## config.mk

```make
export PLATFORM = sky130hd
export DESIGN_NAME = backlight_eased_fade_generator_core_flat
export DESIGN_NICKNAME = d
export VERILOG_FILES = /design/src/hw/rtl/bef_pkg.sv /design/src/hw/rtl/bef_if.sv /design/src/hw/rtl/backlight_eased_fade_generator_core.sv /design/src/flat_wrapper.sv
export SDC_FILE = /design/constraint.sdc
export NUM_CORES = 1
export LEC_CHECK = 0
export ABC_AREA = 0
export ABC_CLOCK_PERIOD_IN_PS = 9800
export BUFFER_PORTS_ARGS = -buffer_cell sky130_fd_sc_hd__buf_2
export CORE_MARGIN = 3
export CORE_UTILIZATION = 55
export DETAILED_ROUTE_END_ITERATION = 12
export PLACE_DENSITY = 0.77
export REMOVE_ABC_BUFFERS = 1
export SETUP_SLACK_MARGIN = 0.1
export SYNTH_ARGS = -nofsm -noshare
export SYNTH_HDL_FRONTEND = slang
export SYNTH_SLANG_ARGS = --single-unit
```

## constraint.sdc

```tcl
create_clock -name clk -period 9.8 [get_ports clk]
set_input_delay 1.96 -clock clk [delete_from_list [all_inputs] [get_ports clk]]
set_output_delay 1.96 -clock clk [all_outputs]
set_load 0.005 [all_outputs]
```

## src/hw/rtl/bef_pkg.sv

```systemverilog
// ----------------------------------------------------------------------------
// bef_pkg: shared types and constants of the eased fade generator
// Transaction payload types and the fixed constants of the fade arithmetic.
// ----------------------------------------------------------------------------
package bef_pkg;

  localparam int LEVEL_W = 8;
  localparam int WAIT_W  = 18;

  localparam int MIN_STEPS       = 6;
  localparam int MIN_DUR_MS      = 500;
  localparam int MAX_DUR_MS      = 1000;
  localparam int MS_PER_LEVEL    = 20;
  localparam int US_PER_MS       = 1000;
  localparam int LAST_LEVEL_INIT = 255;

  typedef struct packed {
    logic [LEVEL_W-1:0] start_level;
    logic [LEVEL_W-1:0] target_level;
  } bef_req_t;

  typedef struct packed {
    logic [LEVEL_W-1:0] level;
    logic               write_level;
    logic [WAIT_W-1:0]  wait_us;
    logic               last_step;
  } bef_res_t;

endpackage

```

## src/hw/rtl/bef_if.sv

```systemverilog
// ----------------------------------------------------------------------------
// bef_if: valid/ready channels of the eased fade generator
// One interface for fade requests and one for step results.
// ----------------------------------------------------------------------------
interface bef_req_if import bef_pkg::*; ();
  logic     valid;
  logic     ready;
  bef_req_t data;

  modport source (output valid, output data, input ready);
  modport sink   (input valid, input data, output ready);
endinterface

interface bef_res_if import bef_pkg::*; ();
  logic     valid;
  logic     ready;
  bef_res_t data;

  modport source (output valid, output data, input ready);
  modport sink   (input valid, input data, output ready);
endinterface

```

## src/hw/rtl/backlight_eased_fade_generator_core.sv

```systemverilog
// ----------------------------------------------------------------------------
// backlight_eased_fade_generator_core: cubic ease-in-out backlight fade
// Turns each fade request into a sequence of eased level steps with hold times.
// ----------------------------------------------------------------------------
//
//  Channel | Modport   | Payload                                   | Per transaction
//  --------+-----------+-------------------------------------------+-----------------
//  req     | sink      | start_level, target_level                 | one fade request
//  res     | source    | level, write_level, wait_us, last_step    | one fade step
//
// Flow: a request whose levels are within one of each other goes straight to the
// emit state for its single result. Any other request first runs a setup
// (four multiplies and the wait division) and then emits steps + 1 steps, each
// with its own level division. The divider is DIVD_W bits wide (27 bits at
// the default MAX_STEPS of 32) and bit-serial: one quotient bit per cycle.
// Reset is synchronous and active high; it returns the sequencer to idle and
// drops the result valid. A stalled result holds its register, and the
// sequencer waits in its emit state until the result register is free.
//
module backlight_eased_fade_generator_core
  import bef_pkg::*;
#(
  parameter int MAX_STEPS = 32
) (
  input  logic          clk,
  input  logic          rst,
  bef_req_if.sink       req,
  bef_res_if.source     res
);

  // Widths that follow from the largest step count.
  localparam int SW      = $clog2(MAX_STEPS + 1);
  localparam int CUBE_W  = $clog2(MAX_STEPS * MAX_STEPS * MAX_STEPS + 1);
  localparam int DUR_W   = 10;
  localparam int DUS_W   = 20;
  localparam int MA_W    = (CUBE_W > DUR_W) ? CUBE_W : DUR_W;
  localparam int MB_W    = 11;
  localparam int PROD_W  = MA_W + MB_W + 1;
  localparam int NUM_W   = CUBE_W + 11;
  localparam int DIVD_W  = (NUM_W > DUS_W) ? NUM_W : DUS_W;
  localparam int DVS_W   = CUBE_W + 1;
  localparam int CNT_W   = $clog2(DIVD_W + 1);

  // Sequencer state codes.
  localparam logic [3:0] ST_IDLE = 4'd0;
  localparam logic [3:0] ST_SQ   = 4'd1;  // steps * steps
  localparam logic [3:0] ST_CUBE = 4'd2;  // square * steps
  localparam logic [3:0] ST_FS   = 4'd3;  // start level * cube
  localparam logic [3:0] ST_DUR  = 4'd4;  // duration * 1000
  localparam logic [3:0] ST_DIV  = 4'd5;  // shared bit-serial divider
  localparam logic [3:0] ST_ER1  = 4'd6;  // r * r
  localparam logic [3:0] ST_ER2  = 4'd7;  // r^2 * r
  localparam logic [3:0] ST_ER3  = 4'd8;  // delta * eased numerator
  localparam logic [3:0] ST_EMIT = 4'd9;

  logic [3:0]          state;

  // Request context.
  logic [SW-1:0]       steps_r;
  logic [DUR_W-1:0]    dur_r;
  logic [LEVEL_W-1:0]  from_r;
  logic signed [LEVEL_W:0] delta_r;
  logic [SW-1:0]       idx;
  logic                small_r;
  logic [LEVEL_W-1:0]  last_wr;

  // Arithmetic registers.
  logic [CUBE_W-1:0]   cube_r;
  logic [CUBE_W-1:0]   m_r;
  logic [NUM_W-1:0]    base_r;
  logic [WAIT_W-1:0]   wait_r;
  logic [LEVEL_W-1:0]  lvl_r;

  // Divider registers.
  logic [DIVD_W-1:0]   dvd;
  logic [DVS_W-1:0]    dvs;
  logic [DVS_W-1:0]    rem;
  logic [CNT_W-1:0]    div_cnt;
  logic                div_wait;

  // Result register.
  logic                out_valid;
  bef_res_t            out_data;

  // --------------------------------------------------------------------------
  // Request decode, evaluated on the incoming payload at acceptance.
  // --------------------------------------------------------------------------
  logic signed [LEVEL_W:0] in_delta;
  logic [LEVEL_W-1:0]      in_d;
  logic [LEVEL_W:0]        in_2d;
  logic [SW-1:0]           in_steps;
  logic [12:0]             in_dur_raw;
  logic [DUR_W-1:0]        in_dur;

  always_comb begin
    in_delta   = $signed({1'b0, req.data.target_level}) -
                 $signed({1'b0, req.data.start_level});
    in_d       = in_delta[LEVEL_W] ? LEVEL_W'(-in_delta) : in_delta[LEVEL_W-1:0];
    in_2d      = {in_d, 1'b0};
    if (in_2d < (LEVEL_W+1)'(MIN_STEPS)) begin
      in_steps = SW'(MIN_STEPS);
    end else if ({1'b0, in_2d} > 10'(MAX_STEPS)) begin
      in_steps = SW'(MAX_STEPS);
    end else begin
      in_steps = SW'(in_2d);
    end
    // 20 * d as a shift-add.
    in_dur_raw = {1'b0, in_d, 4'b0000} + {3'b000, in_d, 2'b00};
    if (in_dur_raw < 13'(MIN_DUR_MS)) begin
      in_dur = DUR_W'(MIN_DUR_MS);
    end else if (in_dur_raw > 13'(MAX_DUR_MS)) begin
      in_dur = DUR_W'(MAX_DUR_MS);
    end else begin
      in_dur = DUR_W'(in_dur_raw);
    end
  end

  // --------------------------------------------------------------------------
  // Step geometry: the curve is mirrored around the midpoint, so r is the
  // distance from the nearer end of the fade.
  // --------------------------------------------------------------------------
  logic              lower_half;
  logic [SW-1:0]     r_val;
  logic [CUBE_W+1:0] four_m;
  logic [CUBE_W-1:0] e_val;

  always_comb begin
    lower_half = {idx, 1'b0} < {1'b0, steps_r};
    r_val      = lower_half ? idx : (steps_r - idx);
    four_m     = {m_r, 2'b00};
    e_val      = lower_half ? CUBE_W'(four_m) : (cube_r - CUBE_W'(four_m));
  end

  // --------------------------------------------------------------------------
  // Shared multiplier: unsigned A by signed B, operands picked by the state.
  // --------------------------------------------------------------------------
  logic [MA_W-1:0]          mul_a;
  logic signed [MB_W-1:0]   mul_b;
  logic signed [PROD_W-1:0] prod;

  always_comb begin
    case (state)
      ST_SQ: begin
        mul_a = MA_W'(steps_r);
        mul_b = $signed(MB_W'(steps_r));
      end
      ST_CUBE: begin
        mul_a = MA_W'(cube_r);
        mul_b = $signed(MB_W'(steps_r));
      end
      ST_FS: begin
        mul_a = MA_W'(cube_r);
        mul_b = $signed(MB_W'(from_r));
      end
      ST_DUR: begin
        mul_a = MA_W'(dur_r);
        mul_b = MB_W'(US_PER_MS);
      end
      ST_ER1: begin
        mul_a = MA_W'(r_val);
        mul_b = $signed(MB_W'(r_val));
      end
      ST_ER2: begin
        mul_a = MA_W'(m_r);
        mul_b = $signed(MB_W'(r_val));
      end
      ST_ER3: begin
        mul_a = MA_W'(e_val);
        mul_b = MB_W'(delta_r);
      end
      default: begin
        mul_a = '0;
        mul_b = '0;
      end
    endcase
    prod = $signed({1'b0, mul_a}) * mul_b;
  end

  // Level numerator 2*from*S + 2*delta*E + S, always non-negative.
  logic [NUM_W-1:0] num_val;
  assign num_val = base_r + {prod[NUM_W-2:0], 1'b0};

  // --------------------------------------------------------------------------
  // Restoring divider step: one quotient bit per cycle.
  // --------------------------------------------------------------------------
  logic [DVS_W:0]    trial;
  logic              qbit;
  logic [DVS_W-1:0]  rem_next;
  logic [DIVD_W-1:0] quot;

  always_comb begin
    trial    = {rem, dvd[DIVD_W-1]};
    qbit     = trial >= {1'b0, dvs};
    rem_next = qbit ? DVS_W'(trial - {1'b0, dvs}) : trial[DVS_W-1:0];
    quot     = {dvd[DIVD_W-2:0], qbit};
  end

  logic [LEVEL_W-1:0] emit_level;
  logic               emit_last;
  assign emit_level = small_r ? from_r : lvl_r;
  assign emit_last  = small_r || (idx == steps_r);

  // A step is loaded into the result register when the register is free or
  // is being emptied in the same cycle.
  logic               emit_fire;
  assign emit_fire = (state == ST_EMIT) && (!out_valid || res.ready);

  // --------------------------------------------------------------------------
  // Sequencer.
  // --------------------------------------------------------------------------
  always_ff @(posedge clk) begin
    if (rst) begin
      state     <= ST_IDLE;
      out_valid <= 1'b0;
    end else begin
      if (out_valid && res.ready && !emit_fire) begin
        out_valid <= 1'b0;
      end
      case (state)
        ST_IDLE: begin
          if (req.valid) begin
            delta_r <= in_delta;
            steps_r <= in_steps;
            dur_r   <= in_dur;
            idx     <= '0;
            last_wr <= LEVEL_W'(LAST_LEVEL_INIT);
            if (in_d <= LEVEL_W'(1)) begin
              // Near-equal levels: drive the target directly.
              small_r <= 1'b1;
              from_r  <= req.data.target_level;
              state   <= ST_EMIT;
            end else begin
              small_r <= 1'b0;
              from_r  <= req.data.start_level;
              state   <= ST_SQ;
            end
          end
        end
        ST_SQ: begin
          cube_r <= CUBE_W'(prod);
          state  <= ST_CUBE;
        end
        ST_CUBE: begin
          cube_r <= CUBE_W'(prod);
          state  <= ST_FS;
        end
        ST_FS: begin
          base_r <= NUM_W'({prod[CUBE_W+7:0], 1'b0}) + NUM_W'(cube_r);
          state  <= ST_DUR;
        end
        ST_DUR: begin
          dvd      <= DIVD_W'(prod[DUS_W-1:0]);
          dvs      <= DVS_W'(steps_r);
          rem      <= '0;
          div_cnt  <= CNT_W'(DIVD_W);
          div_wait <= 1'b1;
          state    <= ST_DIV;
        end
        ST_DIV: begin
          dvd     <= quot;
          rem     <= rem_next;
          div_cnt <= div_cnt - 1'b1;
          if (div_cnt == CNT_W'(1)) begin
            if (div_wait) begin
              wait_r <= quot[WAIT_W-1:0];
              state  <= ST_ER1;
            end else begin
              lvl_r <= quot[LEVEL_W-1:0];
              state <= ST_EMIT;
            end
          end
        end
        ST_ER1: begin
          m_r   <= CUBE_W'(prod);
          state <= ST_ER2;
        end
        ST_ER2: begin
          m_r   <= CUBE_W'(prod);
          state <= ST_ER3;
        end
        ST_ER3: begin
          dvd      <= DIVD_W'(num_val);
          dvs      <= {cube_r, 1'b0};
          rem      <= '0;
          div_cnt  <= CNT_W'(DIVD_W);
          div_wait <= 1'b0;
          state    <= ST_DIV;
        end
        ST_EMIT: begin
          if (emit_fire) begin
            out_valid            <= 1'b1;
            out_data.level       <= emit_level;
            out_data.write_level <= small_r || (emit_level != last_wr);
            out_data.wait_us     <= small_r ? '0 : wait_r;
            out_data.last_step   <= emit_last;
            last_wr              <= emit_level;
            if (emit_last) begin
              state <= ST_IDLE;
            end else begin
              idx   <= idx + 1'b1;
              state <= ST_ER1;
            end
          end
        end
        default: begin
          state <= ST_IDLE;
        end
      endcase
    end
  end

  assign req.ready = (state == ST_IDLE);
  assign res.valid = out_valid;
  assign res.data  = out_data;

endmodule

```

## src/flat_wrapper.sv

```systemverilog
// flat-port wrapper written by rule: the top's interface ports become plain ports
module backlight_eased_fade_generator_core_flat import bef_pkg::*;
#(
  parameter int MAX_STEPS = 32
)
  (clk, rst, req_valid, req_data, req_ready, res_valid, res_data, res_ready);
  bef_req_if req_i ();
  bef_res_if res_i ();
  input  logic clk;
  input  logic rst;
  input wire logic [$bits(req_i.valid)-1:0] req_valid;
  input wire logic [$bits(req_i.data)-1:0] req_data;
  output wire logic [$bits(req_i.ready)-1:0] req_ready;
  output wire logic [$bits(res_i.valid)-1:0] res_valid;
  output wire logic [$bits(res_i.data)-1:0] res_data;
  input wire logic [$bits(res_i.ready)-1:0] res_ready;
  assign req_i.valid = req_valid;
  assign req_i.data = req_data;
  assign req_ready = req_i.ready;
  assign res_valid = res_i.valid;
  assign res_data = res_i.data;
  assign res_i.ready = res_ready;
  backlight_eased_fade_generator_core #(.MAX_STEPS(MAX_STEPS)) u_core (.clk(clk), .rst(rst), .req(req_i), .res(res_i));
endmodule
```

* Word level (Yosys, flattened, before mapping)
Index checks and enable logic that the tools add are counted.
** Storage, ports and cells
- Logic and storage cells :: 126
- Input port bits :: 20
- Output and inout port bits :: 30
- Bits in registers :: 233
** Cells by class
- Bitwise gates (word level) :: 2
- $lt $le $gt $ge :: 7
- Eq/ne operators :: 16
- Reductions and logical operators :: 32
- Multiply operators :: 1
- Muxes and demuxes :: 33
- Add/subtract/negate cells :: 10
** Operators by type and width (count)
- $pmux 16 s6 :: 1
- $pmux 27 s3 :: 1
- $pmux 17 s2 :: 2
- $pmux 11 s5 :: 1
- $mux 8 :: 5
- $pmux 4 s9 :: 1
- $mux 6 :: 5
- $add 27x27->27 :: 1
- $add 25x16->26 :: 1
- $mul 17x11->26 :: 1
- $mux 4 :: 5
- $ge 18x17->1 :: 1
- $mux 17 :: 1
- $sub 17x17->17 :: 1
- $eq 4x3->1 const B :: 4
- $mux 16 :: 1
- $pmux 8 s2 :: 1
- $sub 16x16->16 :: 1
- $add 12x10->13 :: 1
- $gt 13x10->1 const B :: 1
- $lt 13x9->1 const B :: 1
- $pmux 6 s2 :: 1
- $reduce_and 2->1 :: 6
- $reduce_and 4->1 :: 3
- 32 further kinds :: 54

* Logic depth before layout (Yosys ltp)
- Word-level depth :: 8
- Mapped depth :: 39
- Gate-level depth less buffers :: 38

* Worst setup path after synthesis
OpenSTA, ideal clock, no wires.
- Kind :: reg2reg
- Start point :: register u_core.cube_r[2]
- End point :: register u_core.dvd[26] (data pin)
- Stages on the path, launching flop included :: 39
- Period minus slack after synthesis :: 8.850 ns
- Library setup time :: 0.267 ns
- Path buffers :: 0
- Path slack :: 0.950 ns
- Arrival time :: 8.582 ns
- Required time :: 9.533 ns
- Path through :: edfxtp_1 inv_1 ha_1 fa_1 nor2b_1 o21ai_0 a21boi_0 o21ai_0 a21boi_0 o21ai_0 a21boi_0 o21ai_0 o31ai_1 o21ai_0 fa_1 fa_1 inv_1 fa_1 [... 3 more ...] inv_1 ha_1 and4_1 a31o_2 a21oi_1 nand2_1 a21o_1 a21oi_1 xnor2_1 ha_1 nand3_1 nor2_1 and3_1 o41ai_1 o21ai_0 xnor2_1 xnor2_1 o21ai_0
** On the way
- Word-level cells in the longest chain between the ends :: 6
** RTL lines
- start: declaration :: line backlight_eased_fade_generator_core.sv:68 : logic [CUBE_W-1:0] cube_r;
- start signal: assignment :: line backlight_eased_fade_generator_core.sv:240 : cube_r <= CUBE_W'(prod);
- start signal: assignment :: line backlight_eased_fade_generator_core.sv:244 : cube_r <= CUBE_W'(prod);
- $sub 16x16->16 :: line backlight_eased_fade_generator_core.sv:131 : e_val = lower_half ? CUBE_W'(four_m) : (cube_r - CUBE_W'(four_m));
- $mux 16 :: line backlight_eased_fade_generator_core.sv:131
- $pmux 16 s6 (*) :: line backlight_eased_fade_generator_core.sv:142 : case (state)
- $mul 17x11->26 (*) :: line backlight_eased_fade_generator_core.sv:176 : prod = $signed({1'b0, mul_a}) * mul_b;
- $add 27x27->27 (*) :: line backlight_eased_fade_generator_core.sv:181 : assign num_val = base_r + {prod[NUM_W-2:0], 1'b0};
- $pmux 27 s3 (*) :: line backlight_eased_fade_generator_core.sv:219 : case (state)
- end signal: assignment :: line backlight_eased_fade_generator_core.sv:252 : dvd <= DIVD_W'(prod[DUS_W-1:0]);
- end signal: assignment :: line backlight_eased_fade_generator_core.sv:260 : dvd <= quot;
- end signal: assignment :: line backlight_eased_fade_generator_core.sv:282 : dvd <= DIVD_W'(num_val);
- end: declaration :: line backlight_eased_fade_generator_core.sv:75 : logic [DIVD_W-1:0] dvd;
Every way passes the cells marked *; elsewhere a longest branch is shown, timed or not.
A chain may end at the register's enable or synchronous reset.

* Final worst setup path
- Start point :: register u_core.steps_r[2]
- End point :: register u_core.dvd[26] (data pin)
** On the way
- Word-level cells in the longest chain between the ends :: 6
- Elaborated cells on any way between the ends :: 9
- Classes of those cells :: 2 x add/sub; 1 x mul; 1 x order compare; 5 x mux
** RTL lines
- start: declaration :: line backlight_eased_fade_generator_core.sv:59 : logic [SW-1:0] steps_r;
- start signal: assignment :: line backlight_eased_fade_generator_core.sv:223 : steps_r <= in_steps;
- $sub 6x6->6 / $lt 7x6->1 (equally long branches) :: line backlight_eased_fade_generator_core.sv:129, backlight_eased_fade_generator_core.sv:128
- $mux 6 / $mux 16 (equally long branches) :: line backlight_eased_fade_generator_core.sv:129, backlight_eased_fade_generator_core.sv:131
- $pmux 16 s6 / $pmux 11 s5 (equally long branches) :: line backlight_eased_fade_generator_core.sv:142
- $mul 17x11->26 (*) :: line backlight_eased_fade_generator_core.sv:176
- via u_core.prod[15] :: line backlight_eased_fade_generator_core.sv:139 : logic signed [PROD_W-1:0] prod;
- $add 27x27->27 (*) :: line backlight_eased_fade_generator_core.sv:181
- $pmux 27 s3 (*) :: line backlight_eased_fade_generator_core.sv:219
Mark *: on every way through the listed nets, which the timed path passes. The rest lies on a longest branch.

==> results.cfg <==
[run_status]
status = complete, no violations

[worst_setup_path]
path_buf_inv = 7
worstPathRequired_ns = 10.07
crit_fanout = 14
cpPeakStageDelay_ns = 0.55
crit_path_end_kind = flop
start_kind = flop
reg2reg_from = u_core.steps_r[2]
path_class = reg2reg
cp_top_family = adder cells
crit_top_cell = inv_1
slowest_stage = fa_1
arrival_ns = 9.55
crit_path_start = u_core.steps_r[2]

[finish]
layout-drive-gt1-share = 0.109
multi_input_area_sq_um = 11700
seq_area_sq_um = 6800
nFillCells = 2785
num_antenna_cells = 0
stdcell_count = 2522
fin_nets = 2372
area_growth_pct = 10.8

[logic_synthesis]
syn-instance-count = 1947
synth_cell_types = 82
synthFlopType = edfxtp_1
avgSynthCellArea_sq_um = 10.0
synth_most_common_cell = inv_1
synth_top_cell_by_area = edfxtp_1
synth_top_area_share = 0.343
ys_top_cells_by_area = edfxtp_1 (34%), fa_1 (14%), ha_1 (11%)
ys_seq_area_frac = 0.349
async_flop_share = 0
yosysWarnings = 0
synthesis.area_sq_um = 19500
synth-edff-count = 223
ys_seq_elements = 228
yosys-top-cells-count = inv_1 (245), edfxtp_1 (223), ha_1 (170), nand2_1 (163), nor2_1 (138)

[detailed_routing]
drt-vias-per-instance = 6.05
route.met2.wl_mm = 24.5
vias = 15200
ant_nets = 0
drc_errors = 0
initialDrtViolationCount = 1246
top_layer = met5
dr.pass1.iters = 6
wl_met3_mm = 4.03
totalWireLength_mm = 51.8
wire_per_inst_microns = 20.5
met1_length_mm = 21.6

[timing]
fin_crit_sh = 0.947
fmax_mhz = 108
hold_viol = 0
setup_tns_ns = 0
holdWs_ns = 0.455
rsz0062_at_grt = false
tightestPinTransition_ns = 1.21
drv_slew = 0
setup_viol = 0
final.setup_skew_ns = 0.0119
relSlewSlack = 0.189
fin_crit_ns = 9.28

[power]
switchingPower_mw = 1.02
power.internal_mw = 2.04
p_leak_nw = 9.38
clock_power_share = 0.296
power_density_nw_per_um2 = 142
pwr-share-comb = 0.318
ir_drop_uv = 160
p_sw_frac = 0.333
seq_power_share = 0.386

[floorplan]
core_area_sq_um = 34700
start_util = 0.562
chipWidth_microns = 194
die_h_microns = 194
pin_count = 50
rows = 68
fp.dieArea_sq_um = 37800

[clocking]
cts_buffers = 24
cts-root-buf = clkbuf_16
cts_hold_buffers = 0
cts_sinks = 228
clk_path_buf_depth = 3
cts.clk_slew.worst_paths_ns = 0.06
h-tree-depth = 1
cts_tree = done
clk_latency_ns = 0.53

[hold_path]
hold_start = u_core.dvd[9]
min_path_type = reg2reg

[place]
gp_congestion = 1.01
dp_cells = 2469
io_buffer_count = 49
dp_hpwl_mm = 40.6

[global_routing]
grt_pass1_wl_mm = 83.3
grt_max_degree = 39
gr-usage-all-layers = 0.273
antenna_found_initial = 2
grt.overflow.total = 0
grt_pass1_vias = 15300

[flow_run]
maxCapViolCount = 0
[cell usage in the layout (no fill, tap or decap), types with 20 or more instances in the layout]
master,n
nor2_1,136
a22oi_1,20
nand2b_1,29
o21a_1,21
buf_2,49
edfxtp_1,223
a21o_1,37
nor2b_1,61
nor3_1,21
clkbuf_16,25
xnor2_1,73
nand3_1,26
a21oi_1,100
nand2_1,163
fa_1,132
ha_1,168
a211oi_1,20
buf_4,78
inv_1,245
and3_1,21
o21ai_0,97
xor2_1,32
[worst reg2reg max path, delay by kind of cell (launching register included)]
family                     cells  cell delay [ns]
AOI/OAI and AO/OA             15             3.09
xor gates and xnor gates       4             0.68
and+or+nand+nor                6             0.74
buffers and inverters          7             0.80
adders and majority gates      8             3.26
DFF                            1             0.45
[layout make-up]
cell class / count / share of cell area
Multi-Input combinational cell: 1422 / 0.541
Sequential cell: 228 / 0.315
Inverter: 246 / 0.0427
Timing Repair Buffer: 128 / 0.0394
Clock buffer: 28 / 0.0295
Tap cell: 455 / 0.0264
Clock inverter: 15 / 0.00655
[per-stage QoR]
stage	cell area (sq um)	utilization	total power, mW	setup WS (ns)
2_1_floorplan	19300	-	1.83	-1.33
5_1_grt	21600	0.622	3.21	0.00561
3_5_place_dp	20700	0.596	2.13	0.0466
4_1_cts	21500	0.619	3.04	0.146
6_report	21600	0.622	3.06	0.521
3_3_place_gp	20700	0.596	2.11	0.254
[metal layers]
layer  up-vias  GRT usage
met4         4     0.0779
met1      7416      0.378
met3       137     0.0416
li1       7043          -
met5         -          0
met2       647      0.452
[power by group through the flow]
stage / Combinational (mW) / Sequential [mW] / Clock (mW)
6_report: 0.971 / 1.18 / 0.906
5_1_grt: 1.07 / 1.18 / 0.959
4_1_cts: 0.944 / 1.18 / 0.920
3_5_place_dp: 0.931 / 1.20 / 0
3_3_place_gp: 0.911 / 1.20 / 0
2_1_floorplan: 0.653 / 1.18 / 0
[registers in the layout (all words and copies together) (netlist names), 9 cells and up]
signal	count
u_core.dvs	16
u_core.res.data	28
u_core.cube_r	16
u_core.rem	17
u_core.m_r	16
u_core.dvd	27
u_core.wait_r	18
u_core.delta_r	9
u_core.base_r	26
[kinds of logic after synthesis]
| group | share of synthesized area |
|---|---|
| AND/OR/NAND/NOR | 0.136 |
| AO/OA/AOI/OAI | 0.153 |
| adder cells (fa/ha/maj) | 0.245 |
| buffers and inverters | 0.0576 |
| flip-flops | 0.349 |
| XOR/XNOR | 0.0476 |
| multiplexers | 0.0120 |
[worst paths after layout]
path / cells after the start / end / slack [ns]
setup / recovery: 40 / u_core.dvd[26] / 0.52
hold / removal: 0 / u_core.wait_r[10] / 0.45
setup reg to reg: 40 / u_core.dvd[26] / 0.52
hold reg to reg: 0 / u_core.wait_r[10] / 0.45
[repair_timing]
item / CTS / global route
setup endpoints to repair: 1 / 14
gates resized for setup: 1 / 20
setup buffers: 0 / 10
pin swaps: 0 / 3
Power figures use the tool's default switching activity.
